### src/design/srdg_pkg.sv
// srdg_pkg: shared types and constants of the stepper ramp delay generator
// no dependencies; imported by every module of the block but srdg_divider

package srdg_pkg;

  // divider dividend width: 2*count (33 bits) and the scaled delay numerator (26 bits at the default fraction width)
  localparam int DIV_W = 34;

  // count, result and configuration widths
  localparam int COUNT_W = 32;
  localparam int DELAY_W = 24;
  localparam int CFG_IDX_W = 4;
  localparam int CFG_DATA_W = 32;
  localparam int STEP_CFG_W = 20;

  // constant divisors: 2*c0/5 at restart, the residual /3 of the delay scale 10/12
  localparam int RESTART_DIV = 5;
  localparam int DELAY_DIV = 3;
  localparam int DELAY_MUL = 10;

  localparam logic [COUNT_W-1:0] COUNT_MAX = '1;
  localparam logic [DELAY_W-1:0] DELAY_MAX = '1;

  // configuration register indexes
  localparam logic [CFG_IDX_W-1:0] CFG_INITIAL_COUNT    = 4'd0;
  localparam logic [CFG_IDX_W-1:0] CFG_ACCEL_END_STEP   = 4'd1;
  localparam logic [CFG_IDX_W-1:0] CFG_DECEL_START_STEP = 4'd2;
  localparam logic [CFG_IDX_W-1:0] CFG_TOTAL_STEPS      = 4'd3;

  // count update selected when a word is decoded
  typedef enum logic [1:0] {
    OP_NONE,
    OP_LOAD,
    OP_ACCEL,
    OP_DECEL
  } op_t;

  // controller states
  typedef enum logic [2:0] {
    ST_IDLE,
    ST_DECODE,
    ST_DIV_WAIT,
    ST_UPDATE,
    ST_DLY_START,
    ST_DLY_WAIT,
    ST_OUT
  } state_t;

  // controller to datapath
  typedef struct packed {
    logic accept;
    logic decode;
    logic update;
    logic dly_start;
    logic out_load;
  } cmd_t;

  // datapath to controller
  typedef struct packed {
    logic div_done;
    logic div_busy;
    logic skip_div;
  } stat_t;

endpackage

### src/design/srdg_divider.sv
// srdg_divider: unsigned restoring divider, two quotient bits per cycle
// no package dependencies; instantiated by srdg_datapath

module srdg_divider #(
  parameter int DW = 34,
  parameter int VW = 22
) (
  input  logic          clk,
  input  logic          rst_n,
  input  logic          start,
  input  logic [DW-1:0] dividend,
  input  logic [VW-1:0] divisor,
  output logic          busy,
  output logic          done,
  output logic [DW-1:0] quotient
);

  localparam int HALF  = (DW + 1) / 2;
  localparam int QW    = 2 * HALF;
  localparam int CNT_W = $clog2(HALF + 1);

  logic [QW-1:0]    quo_r, quo_nxt;
  logic [VW-1:0]    rem_r, rem_nxt;
  logic [VW-1:0]    den_r, den_nxt;
  logic [CNT_W-1:0] cnt_r, cnt_nxt;
  logic             busy_r, busy_nxt;
  logic             done_r, done_nxt;
  logic [VW:0]      s1, s2;

  // one restoring step: returns {quotient bit, new remainder}
  function automatic logic [VW:0] div_bit(input logic [VW-1:0] rem, input logic b,
                                          input logic [VW-1:0] den);
    logic [VW:0] t;
    t = {rem, b};
    if (t >= {1'b0, den}) begin
      div_bit = {1'b1, VW'(t - {1'b0, den})};
    end else begin
      div_bit = {1'b0, t[VW-1:0]};
    end
  endfunction

  // two dependent steps per cycle
  assign s1 = div_bit(rem_r, quo_r[QW-1], den_r);
  assign s2 = div_bit(s1[VW-1:0], quo_r[QW-2], den_r);

  always_comb begin
    quo_nxt  = quo_r;
    rem_nxt  = rem_r;
    den_nxt  = den_r;
    cnt_nxt  = cnt_r;
    busy_nxt = busy_r;
    done_nxt = 1'b0;
    if (start) begin
      quo_nxt  = QW'(dividend);
      rem_nxt  = '0;
      den_nxt  = divisor;
      cnt_nxt  = CNT_W'(HALF);
      busy_nxt = 1'b1;
    end else if (busy_r) begin
      quo_nxt = {quo_r[QW-3:0], s1[VW], s2[VW]};
      rem_nxt = s2[VW-1:0];
      cnt_nxt = cnt_r - 1'b1;
      if (cnt_r == CNT_W'(1)) begin
        busy_nxt = 1'b0;
        done_nxt = 1'b1;
      end
    end
  end

  // control registers
  always_ff @(posedge clk) begin
    if (!rst_n) begin
      busy_r <= 1'b0;
      done_r <= 1'b0;
      cnt_r  <= '0;
    end else begin
      busy_r <= busy_nxt;
      done_r <= done_nxt;
      cnt_r  <= cnt_nxt;
    end
  end

  // working registers
  always_ff @(posedge clk) begin
    quo_r <= quo_nxt;
    rem_r <= rem_nxt;
    den_r <= den_nxt;
  end

  assign busy     = busy_r;
  assign done     = done_r;
  assign quotient = quo_r[DW-1:0];

endmodule

### src/design/srdg_datapath.sv
// srdg_datapath: configuration, step and count state, divider operand select, output word
// depends on srdg_pkg and srdg_divider

module srdg_datapath
  import srdg_pkg::*;
#(
  parameter int STEP_BITS       = 20,
  parameter int COUNT_FRAC_BITS = 8
) (
  input  logic                  clk,
  input  logic                  rst_n,
  input  cmd_t                  cmd,
  output stat_t                 stat,
  input  logic                  in_restart,
  input  logic                  cfg_we,
  input  logic [CFG_IDX_W-1:0]  cfg_idx,
  input  logic [CFG_DATA_W-1:0] cfg_wdata,
  output logic [DELAY_W-1:0]    out_delay,
  output logic                  out_done
);

  localparam int VW     = STEP_BITS + 2;
  localparam int CW     = (STEP_BITS < STEP_CFG_W) ? STEP_BITS : STEP_CFG_W;
  localparam int SHIFT  = COUNT_FRAC_BITS + 2;
  localparam int NUM_W  = COUNT_W + 4;
  localparam logic [NUM_W-1:0] ROUND_UP = NUM_W'((64'(DELAY_DIV) << SHIFT) - 64'd1);

  logic [COUNT_W-1:0]   c0_r;
  logic [STEP_BITS-1:0] accel_r, decel_r, total_r;
  logic [STEP_BITS-1:0] step_r, step_nxt;
  logic [COUNT_W-1:0]   count_r, count_nxt;
  logic                 finished_r, finished_nxt;
  op_t                  op_r, op_nxt;
  logic                 restart_r;
  logic [DELAY_W-1:0]   out_delay_r;
  logic                 out_done_r;

  logic [STEP_BITS-1:0] cfg_step;
  logic [STEP_BITS-1:0] step_inc, total_m1, remain;
  logic [VW-1:0]        step_divisor;
  logic                 div_start, div_busy, div_done;
  logic [DIV_W-1:0]     div_dividend, div_quot;
  logic [VW-1:0]        div_divisor;
  logic [NUM_W-1:0]     dly_num, dly_shifted;
  logic [COUNT_W:0]     decel_sum;

  // configuration registers, step fields masked to the step width
  assign cfg_step = STEP_BITS'(cfg_wdata[CW-1:0]);

  always_ff @(posedge clk) begin
    if (!rst_n) begin
      c0_r    <= '0;
      accel_r <= '0;
      decel_r <= '0;
      total_r <= '0;
    end else if (cfg_we) begin
      case (cfg_idx)
        CFG_INITIAL_COUNT:    c0_r    <= cfg_wdata[COUNT_W-1:0];
        CFG_ACCEL_END_STEP:   accel_r <= cfg_step;
        CFG_DECEL_START_STEP: decel_r <= cfg_step;
        CFG_TOTAL_STEPS:      total_r <= cfg_step;
        default: ;
      endcase
    end
  end

  // step arithmetic
  assign step_inc = step_r + 1'b1;
  assign total_m1 = total_r - 1'b1;
  assign remain   = total_r - step_inc;

  // decode: next step, done flag, count update kind and its divisor
  always_comb begin
    step_nxt     = step_r;
    finished_nxt = finished_r;
    op_nxt       = op_r;
    step_divisor = VW'(RESTART_DIV);
    if (cmd.decode) begin
      op_nxt = OP_NONE;
      if (restart_r) begin
        op_nxt       = OP_LOAD;
        step_nxt     = STEP_BITS'(1);
        finished_nxt = (STEP_BITS'(1) == total_m1);
      end else if (!finished_r) begin
        step_nxt     = step_inc;
        finished_nxt = (step_inc == total_m1);
        if (step_inc <= accel_r) begin
          op_nxt       = OP_ACCEL;
          step_divisor = {step_inc, 2'b01};
        end else if ((step_inc > decel_r) && (remain != '0)) begin
          op_nxt       = OP_DECEL;
          step_divisor = {remain, 2'b00} - 1'b1;
        end
      end
    end
  end

  // delay numerator: count*10 plus 3*2^(frac+2)-1, scaled down by 2^(frac+2),
  // so the floored /3 in the divider gives the ceiling of count*10/(12*2^frac)
  assign dly_num     = NUM_W'(count_r) * NUM_W'(DELAY_MUL) + ROUND_UP;
  assign dly_shifted = dly_num >> SHIFT;

  // divider operand select
  assign div_start = (cmd.decode && (op_nxt != OP_NONE)) || cmd.dly_start;

  always_comb begin
    if (cmd.dly_start) begin
      div_dividend = dly_shifted[DIV_W-1:0];
      div_divisor  = VW'(DELAY_DIV);
    end else if (restart_r) begin
      div_dividend = DIV_W'({c0_r, 1'b0});
      div_divisor  = step_divisor;
    end else begin
      div_dividend = DIV_W'({count_r, 1'b0});
      div_divisor  = step_divisor;
    end
  end

  srdg_divider #(
    .DW (DIV_W),
    .VW (VW)
  ) u_div (
    .clk      (clk),
    .rst_n    (rst_n),
    .start    (div_start),
    .dividend (div_dividend),
    .divisor  (div_divisor),
    .busy     (div_busy),
    .done     (div_done),
    .quotient (div_quot)
  );

  // count update from the quotient
  assign decel_sum = {1'b0, count_r} + div_quot[COUNT_W:0];

  always_comb begin
    count_nxt = count_r;
    if (cmd.update) begin
      case (op_r)
        OP_LOAD:  count_nxt = c0_r - div_quot[COUNT_W-1:0];
        OP_ACCEL: begin
          if (div_quot > DIV_W'(count_r)) begin
            count_nxt = '0;
          end else begin
            count_nxt = count_r - div_quot[COUNT_W-1:0];
          end
        end
        OP_DECEL: begin
          if (decel_sum[COUNT_W]) begin
            count_nxt = COUNT_MAX;
          end else begin
            count_nxt = decel_sum[COUNT_W-1:0];
          end
        end
        default: count_nxt = count_r;
      endcase
    end
  end

  // motion state
  always_ff @(posedge clk) begin
    if (!rst_n) begin
      step_r     <= '0;
      count_r    <= '0;
      finished_r <= 1'b1;
      op_r       <= OP_NONE;
    end else begin
      step_r     <= step_nxt;
      count_r    <= count_nxt;
      finished_r <= finished_nxt;
      op_r       <= op_nxt;
    end
  end

  // captured input word and output word
  always_ff @(posedge clk) begin
    if (cmd.accept) begin
      restart_r <= in_restart;
    end
    if (cmd.out_load) begin
      out_delay_r <= (div_quot > DIV_W'(DELAY_MAX)) ? DELAY_MAX : div_quot[DELAY_W-1:0];
      out_done_r  <= finished_r;
    end
  end

  assign out_delay = out_delay_r;
  assign out_done  = out_done_r;

  assign stat.div_done = div_done;
  assign stat.div_busy = div_busy;
  assign stat.skip_div = (op_r == OP_NONE);

endmodule

### src/design/srdg_ctrl.sv
// srdg_ctrl: word sequencer: decode, count division if any, delay division, output
// depends on srdg_pkg

module srdg_ctrl
  import srdg_pkg::*;
(
  input  logic  clk,
  input  logic  rst_n,
  input  logic  in_valid,
  output logic  in_ready,
  output logic  out_valid,
  input  logic  out_ready,
  input  stat_t stat,
  output cmd_t  cmd
);

  state_t state_r, state_nxt;
  logic   out_valid_r, out_valid_nxt;

  // state register and output valid
  always_ff @(posedge clk) begin
    if (!rst_n) begin
      state_r     <= ST_IDLE;
      out_valid_r <= 1'b0;
    end else begin
      state_r     <= state_nxt;
      out_valid_r <= out_valid_nxt;
    end
  end

  // next state and commands
  always_comb begin
    state_nxt     = state_r;
    cmd           = '0;
    in_ready      = 1'b0;
    out_valid_nxt = out_valid_r;
    if (out_valid_r && out_ready) begin
      out_valid_nxt = 1'b0;
    end
    case (state_r)
      ST_IDLE: begin
        in_ready = 1'b1;
        if (in_valid) begin
          cmd.accept = 1'b1;
          state_nxt  = ST_DECODE;
        end
      end
      ST_DECODE: begin
        cmd.decode = 1'b1;
        state_nxt  = ST_DIV_WAIT;
      end
      ST_DIV_WAIT: begin
        if (stat.skip_div) begin
          state_nxt = ST_DLY_START;
        end else if (stat.div_done) begin
          state_nxt = ST_UPDATE;
        end
      end
      ST_UPDATE: begin
        cmd.update = 1'b1;
        state_nxt  = ST_DLY_START;
      end
      ST_DLY_START: begin
        cmd.dly_start = 1'b1;
        state_nxt     = ST_DLY_WAIT;
      end
      ST_DLY_WAIT: begin
        if (stat.div_done) begin
          state_nxt = ST_OUT;
        end
      end
      ST_OUT: begin
        if (!out_valid_r || out_ready) begin
          cmd.out_load  = 1'b1;
          out_valid_nxt = 1'b1;
          state_nxt     = ST_IDLE;
        end
      end
      default: state_nxt = ST_IDLE;
    endcase
  end

  assign out_valid = out_valid_r;

endmodule

### src/design/stepper_ramp_delay_generator_unit.sv
// Stepper ramp delay generator: per-step timer delays for a trapezoidal stepper speed
// profile. Each input word (restart or advance) yields one output word with the delay to
// the next pulse and a done flag. The shared radix-4 divider sets the time of a word: it
// runs once for the count update, which is skipped when the count does not change (cruise,
// finished or the step equal to the total), and once for the delay scaling. The input
// opens again once the result is loaded into the output register, so the next word is
// taken while that result waits. Configuration writes are taken every cycle and belong
// between moves. Depends on srdg_pkg, srdg_ctrl, srdg_datapath and srdg_divider.

module stepper_ramp_delay_generator_unit
  import srdg_pkg::*;
#(
  parameter int STEP_BITS       = 20,
  parameter int COUNT_FRAC_BITS = 8
) (
  input  logic                  clk,
  input  logic                  rst_n,
  // input stream
  input  logic                  in_tvalid,
  output logic                  in_tready,
  input  logic [7:0]            in_tdata,   // [0] restart, [7:1] zero
  // result stream
  output logic                  out_tvalid,
  input  logic                  out_tready,
  output logic [DELAY_W-1:0]    out_tdata,  // [23:0] pulse_delay
  output logic                  out_tlast,  // move_done
  // configuration writes
  input  logic                  cfg_valid,
  output logic                  cfg_ready,
  input  logic [CFG_IDX_W-1:0]  cfg_index,
  input  logic [CFG_DATA_W-1:0] cfg_data
);

  cmd_t  cmd;
  stat_t stat;

  // configuration always taken
  assign cfg_ready = 1'b1;

  // sequencer
  srdg_ctrl u_ctrl (
    .clk       (clk),
    .rst_n     (rst_n),
    .in_valid  (in_tvalid),
    .in_ready  (in_tready),
    .out_valid (out_tvalid),
    .out_ready (out_tready),
    .stat      (stat),
    .cmd       (cmd)
  );

  // state, arithmetic and output word
  srdg_datapath #(
    .STEP_BITS       (STEP_BITS),
    .COUNT_FRAC_BITS (COUNT_FRAC_BITS)
  ) u_dp (
    .clk        (clk),
    .rst_n      (rst_n),
    .cmd        (cmd),
    .stat       (stat),
    .in_restart (in_tdata[0]),
    .cfg_we     (cfg_valid && cfg_ready),
    .cfg_idx    (cfg_index),
    .cfg_wdata  (cfg_data),
    .out_delay  (out_tdata),
    .out_done   (out_tlast)
  );

`ifndef NO_ASSERTIONS
  // an accepted word closes the input until its result is produced
  a_one_at_a_time: assert property (@(posedge clk) disable iff (!rst_n)
    (in_tvalid && in_tready) |=> !in_tready)
    else $error("input accepted while a word is in progress");

  // the delay division never restarts the divider mid-division
  a_div_free: assert property (@(posedge clk) disable iff (!rst_n)
    cmd.dly_start |-> !stat.div_busy)
    else $error("delay division started while divider busy");

  // a pending result is never overwritten
  a_no_overwrite: assert property (@(posedge clk) disable iff (!rst_n)
    cmd.out_load |-> (!out_tvalid || out_tready))
    else $error("output word overwritten before it was taken");

  // a division finishes only while a word is in progress
  a_done_in_work: assert property (@(posedge clk) disable iff (!rst_n)
    stat.div_done |-> !in_tready)
    else $error("divider finished while idle");
`endif

endmodule

### config.mk
export PLATFORM = sky130hd
export DESIGN_NAME = stepper_ramp_delay_generator_unit
export DESIGN_NICKNAME = d
export VERILOG_FILES = /design/src/design/srdg_pkg.sv /design/src/design/srdg_divider.sv /design/src/design/srdg_datapath.sv /design/src/design/srdg_ctrl.sv /design/src/design/stepper_ramp_delay_generator_unit.sv
export SDC_FILE = /design/constraint.sdc
export NUM_CORES = 1
export LEC_CHECK = 0
export BUFFER_PORTS_ARGS = -buffer_cell sky130_fd_sc_hd__buf_4
export CAP_MARGIN = 10
export CORE_ASPECT_RATIO = 1.1
export CORE_UTILIZATION = 41
export DETAILED_ROUTE_END_ITERATION = 6
export SKIP_LAST_GASP = 1
export SYNTH_ARGS = -nofsm -noshare
export SYNTH_HDL_FRONTEND = slang
export SYNTH_SLANG_ARGS = --single-unit
### constraint.sdc
create_clock -name clk -period 7.8 [get_ports clk]
set_clock_uncertainty 0.2 [all_clocks]
set_input_delay 0 -clock clk [delete_from_list [all_inputs] [get_ports clk]]
set_output_delay 0 -clock clk [all_outputs]
set_load 0.03 [all_outputs]
-- Yosys cells after proc, flatten, opt, wreduce, memory -nomap -nowiden
Cells that the tools add are included.
- latch bits: 0
- bits in registers: 262
- bits of input ports: 49
- memory bits (writable): 0
- output and inout bits: 28
- word-level logic and storage cells: 134
- bits in read-only memories: 0
- memories: 0
- reductions and logical operators: 24
- muxes and demuxes: 46
- equality and inequality tests: 20
- add/subtract/negate cells: 11
- bitwise logic cells: 4
- shift operators: 0
- divide/modulo/power cells: 0
- $mul: 1
- magnitude comparators: 6
- operators with widths (operator ; count):
    $mux W34 ; 3
    $pmux W32 S3 ; 1
    $mux W32 ; 2
    $sub A32 B32 Y32 ; 2
    $ge A23 B22 Y1 ; 2
    $mux W23 ; 2
    $mux W22 ; 2
    $sub A22 B22 Y22 ; 2
    $mux W20 ; 2
    $add A36 B12 Y36 const B ; 1
    $mul A32 B3 Y35 const B ; 1
    $gt A34 B24 Y1 const B ; 1
    $gt A34 B32 Y1 ; 1
    $add A32 B33 Y33 ; 1
    $mux W33 ; 1
    $mux W3 ; 8
    $sub A22 B1 Y22 const B ; 1
    $pmux W3 S7 ; 1
    $add A20 B1 Y20 const B ; 1
    $eq A1 B20 Y1 const A ; 1
    $eq A20 B20 Y1 ; 1
    $gt A20 B20 Y1 ; 1
    $le A20 B20 Y1 ; 1
    $reduce_bool A20 Y1 ; 1
    32 further kinds ; 72

-- Longest topological paths before layout
Gate-level depths: netlist (run 1).
- depth in word-level cells: 13
- mapped depth: 30
- mapped depth without buffers: 27

-- By module
A second synthesis (run 1) with hierarchy kept.
- cell total of the unflattened synthesis: 3205
- area total of the unflattened synthesis: 25181.7 um^2
- by module, submodules not included (module ; times used ; seq. area each (um^2) ; area each (um^2) ; cells an instance):
    srdg_datapath ; 1 ; 3723.6 ; 19042.0 ; 2576
    srdg_divider ; 1 ; 2262.2 ; 5878.1 ; 595
    srdg_ctrl ; 1 ; 80.1 ; 250.2 ; 32
    stepper_ramp_delay_generator_unit ; 1 ; 0.0 ; 11.3 ; 2

-- Worst setup path before layout (run 1)
Ideal clock, no wire load.
- path type: reg2reg
- start point: reg u_dp.u_div.den_r[1]
- end point: reg u_dp.u_div.rem_r[11]
- data required time: 7.453 ns
- path slack: 0.723 ns
- arrival time: 6.730 ns
- buffers on the path: 5
- library setup time: 0.147 ns
- cell stages (with the launch flop): 30
- clock period less this slack: 7.077 ns
- path through: edfxtp_1 > inv_1 > ha_1 > a21o_1 > a221oi_1 > o21ai_0 > a32oi_1 > a2111oi_0 > o311a_1 > nor2_1 > nand2_1 > a211o_1 > clkbuf_1 > clkbuf_1 > clkbuf_1 > a21oi_1 > ha_1 > a21oi_1 > o21ai_0 > or3b_2 > a31oi_1 > a41oi_1 > a21oi_1 > a31oi_1 > nand2b_1 > a21o_1 > clkbuf_1 > clkbuf_1 > mux2i_1 > a211oi_2
- longest elaborated chain between the ends: 4
- elaborated cells on any way between the ends: 6
- classes of those cells: add/sub: 2; order compare: 2; mux: 2
- ends and longest elaborated chain (what ; RTL line ; text):
    from (decl) ; srdg_divider.sv:24 ; logic [VW-1:0] den_r, den_nxt;
    from (signal assigned) ; srdg_divider.sv:87 ; den_r <= den_nxt;
    $sub A22 B22 Y22 / $ge A23 B22 Y1 (equally long branches) ; srdg_divider.sv:36, srdg_divider.sv:35 ;
    $mux W23 ; srdg_divider.sv:35 ; if (t >= {1'b0, den}) begin
    $sub A22 B22 Y22 / $ge A23 B22 Y1 (equally long branches) ; srdg_divider.sv:36, srdg_divider.sv:35 ;
    $mux W23 (*) ; srdg_divider.sv:35 ;
    to (signal assigned) ; srdg_divider.sv:86 ; rem_r <= rem_nxt;
    to (decl) ; srdg_divider.sv:23 ; logic [VW-1:0] rem_r, rem_nxt;
Every way passes the cells marked *; elsewhere a longest branch is shown, timed or not.
A chain may end at the register's enable or synchronous reset.

-- Worst setup path after layout (run 1)
- start point: reg u_dp.u_div.den_r[1]
- end point: reg u_dp.u_div.rem_r[12]
Same word-level chain as after synthesis.

==> results of run 1 <==
-- state kept, by name (all words and copies together) (netlist names), 20 cells and up --
name / flops
u_dp.u_div.quotient: 34
u_dp.step_r: 20
u_dp.u_div.den_r: 21
u_dp.decel_r: 20
u_dp.total_r: 20
u_dp.u_div.rem_r: 22
u_dp.c0_r: 32
u_dp.out_delay: 24
u_dp.count_r: 32
u_dp.accel_r: 20
-- timing repair --
| item | CTS | global route |
|---|---|---|
| hold buffers | 57 | 0 |
| endpoints found under the hold margin | 123 | 0 |
| gates resized for setup | 0 | 3 |
| endpoints found under the setup margin | 0 | 22 |
-- worst paths after layout --
kind | start | to | slack, ns | cells past startpoint
hold reg to reg | u_dp.decel_r[11] | u_dp.decel_r[11] | 0.26 | 2
hold / removal | cfg_data[11] | u_dp.decel_r[11] | 0.08 | 4
setup / recovery | u_dp.u_div.den_r[1] | u_dp.u_div.rem_r[12] | 0.63 | 26
setup reg to reg | u_dp.u_div.den_r[1] | u_dp.u_div.rem_r[12] | 0.63 | 26
-- metal layers --
metal	wire [µm]	GRT usage, %	up-vias
met5	0	0	-
met4	2151	7.588	0
met3	5101	2.805	124
met2	37400	41.34	885
met1	39640	37.39	11650
li1	-	-	11590
-- worst reg2reg max path, cell delays in order, from the launching register on --
cell and delay, ns:
edfxtp_1 0.41, inv_1 0.15, ha_1 0.27, a21o_1 0.22, a221oi_2 0.39, o21ai_0 0.25, a32oi_1 0.35, a2111oi_1 0.21
o311a_1 0.38, nor2_1 0.18, nand2_1 0.08, a211o_1 0.40, buf_4 0.23, mux2_2 0.31, ha_1 0.38, o21a_1 0.13
nor2_1 0.06, or3b_2 0.47, a31oi_1 0.32, a41oi_1 0.29, a21oi_1 0.34, a31oi_1 0.17, nand2b_1 0.10, a21o_1 0.15
buf_12 0.21, mux2i_1 0.27, a211oi_2 0.09
-- area by class of cell --
cell class,count,area [µm²],share of cell area (%)
multi-input cells,2528,17880,62.94
flip-flops and latches,261,6037,21.24
repair buffers,163,1391,4.896
well taps,824,1031,3.628
clock buffers,45,975.9,3.434
inverters,226,848.3,2.985
clock inverters,21,249.0,0.8762
-- Yosys cell counts, types with 18 or more instances --
cell type / n / share of area [%]
edfxtp_1: 81 / 9.6
a211oi_1: 24 / 0.71
a22oi_1: 27 / 0.80
or3_1: 26 / 0.64
and2_1: 28 / 0.69
dfxtp_1: 180 / 14
nand2b_1: 35 / 0.86
o22ai_1: 29 / 0.71
a211oi_2: 19 / 0.94
mux2i_1: 43 / 1.7
o21a_1: 24 / 0.71
a31oi_1: 45 / 1.1
nor2_1: 185 / 2.7
ha_1: 274 / 14
clkbuf_1: 139 / 2.1
a21oi_1: 218 / 4.3
o21ai_0: 151 / 3.0
a21o_1: 86 / 2.5
and3_1: 37 / 0.91
nand4_1: 58 / 1.4
o21bai_1: 51 / 1.5
nor2b_1: 35 / 0.86
nand3_1: 47 / 0.93
or2_2: 18 / 0.44
nor3_1: 71 / 1.4
xnor2_1: 145 / 5.0
xor2_1: 46 / 1.6
nand2_1: 372 / 5.5
o221ai_1: 24 / 0.83
nor4_1: 28 / 0.69
inv_1: 222 / 3.3
a21boi_0: 106 / 3.1
o211ai_1: 21 / 0.62
-- logic make-up (layout without fill, tap and decap cells) --
kind of cell | Yosys count | in the layout | share of synthesized area (%)
buffers and inverters | 393 | 455 | 6.049
AO/OA/AOI/OAI | 973 | 973 | 26.34
flip-flops | 261 | 261 | 23.78
XOR/XNOR | 202 | 202 | 7.587
multiplexers | 53 | 53 | 2.140
AND/OR/NAND/NOR | 1005 | 1005 | 19.51
other | 1 | 1 | 0.01478
adder cells (fa/ha/maj) | 294 | 294 | 14.58
-- power by group through the flow --
stage          Clock [µW]  Combinational (µW)  Sequential (µW)
5_1_grt              1820                6340             2090
3_3_place_gp            0                5540             2070
2_1_floorplan           0                4420             1920
4_1_cts              1780                5700             2050
3_5_place_dp            0                5650             2080
6_report             1750                5780             2050
-- through the flow --
step           cells  cell area, µm²
2_1_floorplan   3182           25380
3_5_place_dp    3945           26610
6_report        4068           28420
4_1_cts         4068           28410
5_1_grt         4068           28420
3_3_place_gp    3945           26610
==> impl_metrics.yaml, run 1 <==
run_status:
  status: "finished with violations"
  violations: "DRC"
routing:
  drt_iter0_drc: 2409
  drt-pass1-iter-count: 7
  drc: 1
  vias: 24250
  wl_um: 84300
  wl_per_cell_um: 20.72
  routed_via_density: 5.962
  drtAntennaViolNets: 0
layout:
  syn2layout_area_growth_pct: 11.96
  final_cell_mix: "nand2_1 (372), ha_1 (274), inv_1 (222), a21oi_1 (217), nor2_1 (181)"
  antenna-diode-count: 0
  nNetsFinal: 3546
  layout_commonest_cell: "nand2_1"
  fillers: 6011
  utilization_pct: 46.51
  drive_gt1_share_pct: 8.107
clocking:
  post_cts_buffers: 0
  clock_latency_ns: 0.57
  cts_tree: "done"
  cts.path.max_buffers: 3
  clk_pin_slew_ns: 0.06
  cts.sinks: 261
  cts_root_buffer: "clkbuf_16"
  htreeDepth: 2
  cts_made_buffers: 36
place:
  detailedPlace.worstSlack_ns: 0.3884
  gp_congestion: 0.9616
  portBuffers: 68
  dpl.hpwl_um: 63610
timing:
  rsz0062_at_grt: "no"
  hold_ws_ns: 0.08483
  maxSlewViolCount: 0
  fin_tns_setup_ns: 0
  max_freq_ghz: 0.1395
  finalCritPeriodShare_pct: 91.93
  fin_crit_ns: 7.171
  relSlewSlack_pct: 24.26
  hold_violations: 0
  setup_violations: 0
  timing.final.ws_setup_ns: 0.6294
  tightest_slew_ns: 1.122
pwr:
  sw_frac_of_total_pct: 46.20
  combPwrFrac_pct: 60.3
  p_int_uw: 5158
  powerDensity_mw_per_mm2: 337.3
  total_power_uw: 9586
  switchingPower_uw: 4428
  leakagePower_uw: 0.01171
  vdd_drop_max_uv: 260.0
  sequentialPowerShare_pct: 21.4
  clkPwrFrac_pct: 18.2
grt:
  first_global_vias: 22750
  grt_first_pass_wirelength_um: 130400
  grtUsageTotal_pct: 26.20
  grt-ovfl-total: 0
  grt_max_degree: 91
  antenna_found_initial: 0
yosys:
  mappedNetlistNets: 3512
  yosysWarnings: 0
  dominantRegCellSynth: "dfxtp_1"
  ys_seq_elements: 261
  synth-seq-area-share_pct: 23.78
  synth.distinct_cells: 99
  async_reset_ff_share_pct: 0
  netlist_instances: 3182
  avgSynthCellArea_um2: 7.976
  syn_area_mm2: 0.02538
  synth-edff-count: 81
worst_setup_path:
  path_class: "flop to flop"
  path_buf_inv: 3
  cp_slowest_cell: "or3b_2"
  crit_family: "compound AO/OA/AOI/OAI gates"
  required_ns: 7.98
  arrival_ns: 7.35
  path_max_fanout: 26
  slowest_delay_ns: 0.47
  cp-start-kind: "flop"
  critPathCaptureType: "flop"
floorplanning:
  rows: 95
  die_h_um: 263.0
  dieArea_mm2: 0.06290
  die_x_um: 239.2
  core_mm2: 0.06110
  pin_count: 77
  start_util_pct: 41.54
hold_path:
  worstHoldPathType: "primary input to flop"
flow_run:
  maxCapViolations: 0
(Power assumes the default switching activity.)
==> run 2: changes to the inputs <==
--- a/config.mk
+++ b/config.mk
@@ -8,6 +8,7 @@
 export BUFFER_PORTS_ARGS = -buffer_cell sky130_fd_sc_hd__buf_4
 export CAP_MARGIN = 10
 export CORE_ASPECT_RATIO = 1.1
+export CORE_MARGIN = 2
 export CORE_UTILIZATION = 41
 export DETAILED_ROUTE_END_ITERATION = 6
 export SKIP_LAST_GASP = 1
==> run 2 against run 1 <==
The run now ends clean. Combinational power grew 1%. Flip-flop and latch count unchanged. Count of clock-buffer cells in the layout grew 1. Cell area fell by 0.13%. Wire length increased by 0.51%. Die area grew 1.6%. Largest power group unchanged.
==> impl_metrics.yaml, run 2 (synthesized netlist as in run 1, its figures left out) <==
worst_setup_path:
  path_class: "flop to flop"
  crit_path_frequent_cell: "a21o_1"
  path_max_fanout: 26
  arrival_ns: 7.34
  cp-start-kind: "flop"
  required_ns: 7.99
  critPathCaptureType: "flop"
  slowest_delay_ns: 0.47
  cp_slowest_cell: "a41oi_1"
routing:
  drt-pass1-iter-count: 5
  wl_um: 84730
  drt_iter0_drc: 2153
  routed_via_density: 5.952
  wl_per_cell_um: 20.84
  drtAntennaViolNets: 0
  drc: 0
  vias: 24200
pwr:
  vdd_drop_max_uv: 338.8
  total_power_uw: 9549
  leakagePower_uw: 0.01167
  powerDensity_mw_per_mm2: 336.5
layout:
  antenna-diode-count: 0
  largest_reg_flops: 34
  nNetsFinal: 3546
  fillers: 6014
  drive_gt1_share_pct: 7.714
  seq_area_mm2: 0.006037
  final_cell_mix: "nand2_1 (372), ha_1 (274), inv_1 (222), a21oi_1 (217), nor2_1 (180)"
  multi_input_area_mm2: 0.01789
  layout_commonest_cell: "nand2_1"
  syn2layout_area_growth_pct: 11.82
grt:
  met2_usage_pct: 41.35
  global_route.usage.met1_pct: 36.53
  grt_first_pass_wirelength_um: 131400
  grt_max_degree: 91
  antenna_found_initial: 2
  top_usage_layer: "met2"
  grtUsageTotal_pct: 26.12
  use_met3_pct: 3.218
  grt-ovfl-total: 0
  first_global_vias: 23190
place:
  portBuffers: 68
  detailedPlace.worstSlack_ns: 0.5217
  gp_congestion: 0.9733
  dpl.hpwl_um: 63270
floorplanning:
  core_mm2: 0.06122
  die_x_um: 241.2
  die_h_um: 265.0
  rows: 95
  start_util_pct: 41.46
  pin_count: 77
  dieArea_mm2: 0.06391
clocking:
  clk_pin_slew_ns: 0.06
  cts_root_buffer: "clkbuf_16"
  post_cts_buffers: 0
  clock_latency_ns: 0.56
  cts_made_buffers: 35
  cts.sinks: 261
  cts.path.max_buffers: 3
  cts_tree: "done"
  htreeDepth: 2
timing:
  maxSlewViolCount: 0
  finalCritPeriodShare_pct: 91.61
  fin_tns_setup_ns: 0
  hold_violations: 0
  fin_crit_ns: 7.146
  setup_violations: 0
  timing.final.ws_setup_ns: 0.6543
  hold_ws_ns: 0.1191
  relSlewSlack_pct: 18.12
  max_freq_ghz: 0.1399
  tightest_slew_ns: 1.227
  rsz0062_at_grt: "no"
run_status:
  status: "completed"
hold_path:
  worstHoldPathType: "primary input to flop"
flow_run:
  maxCapViolations: 0
run 2: what timing repair did:
action	in CTS	in global routing
hold buffers	62	0
gates resized for setup	0	2
endpoints found under the hold margin	118	0
setup endpoints to repair	0	22
run 2: power breakdown:
group / switching, µW / internal, µW / leakage (µW) / total, µW
registers: 267 / 1750 / 0.00215 / 2010
logic: 3500 / 2360 / 0.00896 / 5850
clock network: 659 / 1020 / 0.000566 / 1680
run 2: worst paths after layout:
check | endpoint | cells after the start | startpoint | slack, ns
worst max-delay path | u_dp.u_div.rem_r[15] | 26 | u_dp.u_div.den_r[1] | 0.65
worst min-delay path | u_dp.c0_r[11] | 4 | cfg_data[11] | 0.12
worst max register to register | u_dp.u_div.rem_r[15] | 26 | u_dp.u_div.den_r[1] | 0.65
worst min register to register | u_dp.accel_r[13] | 2 | u_dp.accel_r[13] | 0.27
run 2: layout make-up:
type / count / area share (%)
Sequential cell: 261 / 21.27
Inverter: 226 / 2.989
Clock inverter: 16 / 0.7671
Tap cell: 824 / 3.633
Clock buffer: 46 / 3.342
Multi-Input combinational cell: 2528 / 63.03
Timing Repair Buffer: 164 / 4.973
run 2: worst max-delay path: cells and delay by family (launching register included):
family                   cells  cell delay, ns
AO/OA/AOI/OAI               17            4.58
adder cells (fa/ha/maj)      2            0.59
AND/OR/NAND/NOR              4            0.58
flip-flops                   1            0.41
buffers and inverters        2            0.33
XOR/XNOR                     1            0.31
run 2: routing by layer:
metal	wire length [µm]	up-vias
met5	0	-
met4	2775	0
met3	4996	143
met2	37600	844
met1	39350	11580
li1	-	11630
run 2: metrics by stage:
stage,util [%],cells,instance area [µm²]
after floorplan,-,3182,25380
after global placement,43.43,3941,26590
after detailed placement,43.43,3941,26590
after CTS,46.35,4065,28370
after global routing,46.36,4065,28380
final,46.36,4065,28380
==> run 3: changes to the inputs <==
--- a/config.mk
+++ b/config.mk
@@ -5,8 +5,8 @@
 export SDC_FILE = /design/constraint.sdc
 export NUM_CORES = 1
 export LEC_CHECK = 0
+export ABC_AREA = 1
 export BUFFER_PORTS_ARGS = -buffer_cell sky130_fd_sc_hd__buf_4
-export CAP_MARGIN = 10
 export CORE_ASPECT_RATIO = 1.1
 export CORE_MARGIN = 2
 export CORE_UTILIZATION = 41
==> run 3 against run 2 <==
Largest power group unchanged. Via count is 10% higher. Total power shrank 13%. Highest routed layer unchanged. Sequential power is essentially flat. Worst hold slack worse by 0.046 ns. Register-to-register slack better by 0.72 ns.
==> impl_metrics.yaml, run 3 <==
timing:
  finalCritPeriodShare_pct: 82.44
  maxSlewViolCount: 0
  max_freq_ghz: 0.1555
  setup_violations: 0
  fin_tns_setup_ns: 0
  tightest_slew_ns: 1.129
  rsz0062_at_grt: "no"
  fin_crit_ns: 6.430
  relSlewSlack_pct: 24.67
  timing.final.ws_setup_ns: 1.370
  hold_violations: 0
worst_setup_path:
  path_class: "flop to flop"
  required_ns: 7.81
  slowest_delay_ns: 0.55
  cp-start-kind: "flop"
  worstPathCellList: "ha_1, nand2_1, nor2_4, nand3_2, nor4_1, and3_1, xor2_1, inv_1, ha_1, nand4_1, nor2_1, nand3_1, nand3_1, nand2_1, inv_1, nand3_1, nand2_1, nand2_2, nand2_1, inv_1, nand3_2, buf_4"
  crit_family: "simple AND/OR/NAND/NOR gates"
  arrival_ns: 6.44
  critical_path_depth: 22
  critPathCaptureType: "flop"
  worst-r2r-cell-count: 22
  crit_path_frequent_cell: "nand2_1"
  path_buf_inv: 4
  cp_slowest_cell: "inv_1"
  path_max_fanout: 40
yosys:
  async_reset_ff_share_pct: 0
  yosys-top-cells-area: "dfxtp_1 (14%), ha_1 (13%), nand2_1 (12%), edfxtp_1 (9.3%), inv_1 (7.9%)"
  synth.distinct_cells: 67
  dominantRegCellSynth: "dfxtp_1"
  netlist_instances: 4006
  netlist_top_cells_count: "nand2_1 (852), inv_1 (549), a21oi_1 (404)"
  synth-edff-count: 81
  yosysWarnings: 0
  ys_seq_elements: 261
  yosysTopAreaCell: "dfxtp_1"
  avgSynthCellArea_um2: 6.547
  yosysMostFrequentCell: "nand2_1"
  syn_area_mm2: 0.02623
  synth_top_cell_area_share_pct: 13.74
  synth-seq-area-share_pct: 23.01
  mappedNetlistNets: 4336
pwr:
  powerDensity_mw_per_mm2: 285.3
  clkPwrFrac_pct: 19.9
  switchingPower_uw: 4096
  combPwrFrac_pct: 56.2
  p_int_uw: 4219
  vdd_drop_max_uv: 199.7
  leakagePower_uw: 0.01357
  sequentialPowerShare_pct: 23.9
  total_power_uw: 8315
  sw_frac_of_total_pct: 49.26
clocking:
  clk_pin_slew_ns: 0.06
  clock_latency_ns: 0.57
  cts_root_buffer: "clkbuf_16"
  cts_made_buffers: 36
  cts.path.max_buffers: 3
  htreeDepth: 2
  cts.sinks: 261
  cts_tree: "done"
routing:
  drtAntennaViolNets: 0
  vias: 26730
  routed_via_density: 5.419
  drc: 0
  drt_iter0_drc: 1987
  wl_per_cell_um: 18.98
  wl_um: 93630
  drt-pass1-iter-count: 6
layout:
  final_cell_mix: "nand2_1 (852), inv_1 (548), a21oi_1 (403), nor2_1 (347), o21ai_0 (328)"
  layout_commonest_cell: "nand2_1"
  antenna-diode-count: 0
  largest_reg_flops: 34
  stdcell_area_mm2: 0.02914
  drive_gt1_share_pct: 6.549
  syn2layout_area_growth_pct: 11.12
  utilization_pct: 45.91
  nNetsFinal: 4394
hold_path:
  min_delay_path_depth: 4
  worstHoldPathType: "primary input to flop"
flow_run:
  maxCapViolations: 0
grt:
  grt_first_pass_wirelength_um: 144100
  antenna_found_initial: 0
  first_global_vias: 25340
  grtUsageTotal_pct: 27.81
  grt_max_degree: 69
  grt-ovfl-total: 0
place:
  detailedPlace.worstSlack_ns: 1.419
  gp_congestion: 0.9603
  placed_cell_area_mm2: 0.02743
  portBuffers: 68
  dpl.hpwl_um: 75220
floorplanning:
  die_h_um: 269.3
  core_mm2: 0.06347
  die_x_um: 245.2
  pin_count: 77
  rows: 97
  start_util_pct: 41.32
  dieArea_mm2: 0.06601
run_status:
  status: "completed"
## run 3: worst register-to-register path: cells and delay by family (launching register included)
kind,cells,cell delay [ns]
and+or+nand+nor,15,3.04
buffers and inverters,4,1.26
adders and majority gates,2,0.61
DFF,1,0.49
xor gates and xnor gates,1,0.42
## run 3: path summary, 6_finish.rpt
path / startpoint / end / slack (ns)
max reg2reg: u_dp.step_r[0] / u_dp.u_div.quotient[3] / 1.37
min reg2reg: u_dp.decel_r[0] / u_dp.decel_r[0] / 0.26
max: u_dp.step_r[0] / u_dp.u_div.quotient[3] / 1.37
min: cfg_data[29] / u_dp.c0_r[29] / 0.07
## run 3: area by class of cell
type                            count  area, µm²
Fill cell                        6719      34330
Multi-Input combinational cell   3055      17540
Sequential cell                   261       6036
Inverter                          562       2110
Timing Repair Buffer              148       1249
Tap cell                          841       1052
Clock buffer                       49       1022
Clock inverter                     17      137.6
## run 3: routing by layer
layer  up-vias  wire length, µm  GRT usage, %  part of all wire [%]
met3       173             5168         3.165                   5.5
met5         -                0             0                     0
met2       800            43420         46.63                    46
met4         0             4019         11.36                   4.3
li1      13500                -             -                     -
met1     12260            41020         36.10                    44
## run 3: power groups by stage
stage	Sequential (µW)	Clock [µW]	Combinational, µW
finish	1990	1660	4670
global route	2010	1740	5240
CTS	1980	1690	4620
detailed placement	2010	0	4570
global placement	2000	0	4550
floorplan	1900	0	3490
## run 3: what timing repair did
item	4_1_cts	5_1_grt
buffers inserted	0	0
hold buffers	55	0
gates resized for setup	0	0
endpoints found under the hold margin	98	0
## run 3: through the flow
stage | std cells | hold WS [ns]
detailed placement | 4812 | 0.02079
global route | 4933 | 0.1220
global placement | 4812 | 0.02080
floorplan | 4006 | -0.1011
CTS | 4933 | 0.06490
finish | 4933 | 0.07311
## run 3: kinds of logic (layout without fill, tap and decap cells)
| family | after synthesis | after routing | synth area share [%] |
|---|---|---|---|
| and+or+nand+nor | 1682 | 1682 | 27.90 |
| AOI/OAI and AO/OA | 924 | 924 | 19.52 |
| buffers and inverters | 690 | 776 | 10.24 |
| adders and majority gates | 281 | 281 | 13.61 |
| DFF | 261 | 261 | 23.01 |
| xor gates and xnor gates | 157 | 157 | 5.324 |
| muxes | 10 | 10 | 0.3817 |
| other | 1 | 1 | 0.01430 |
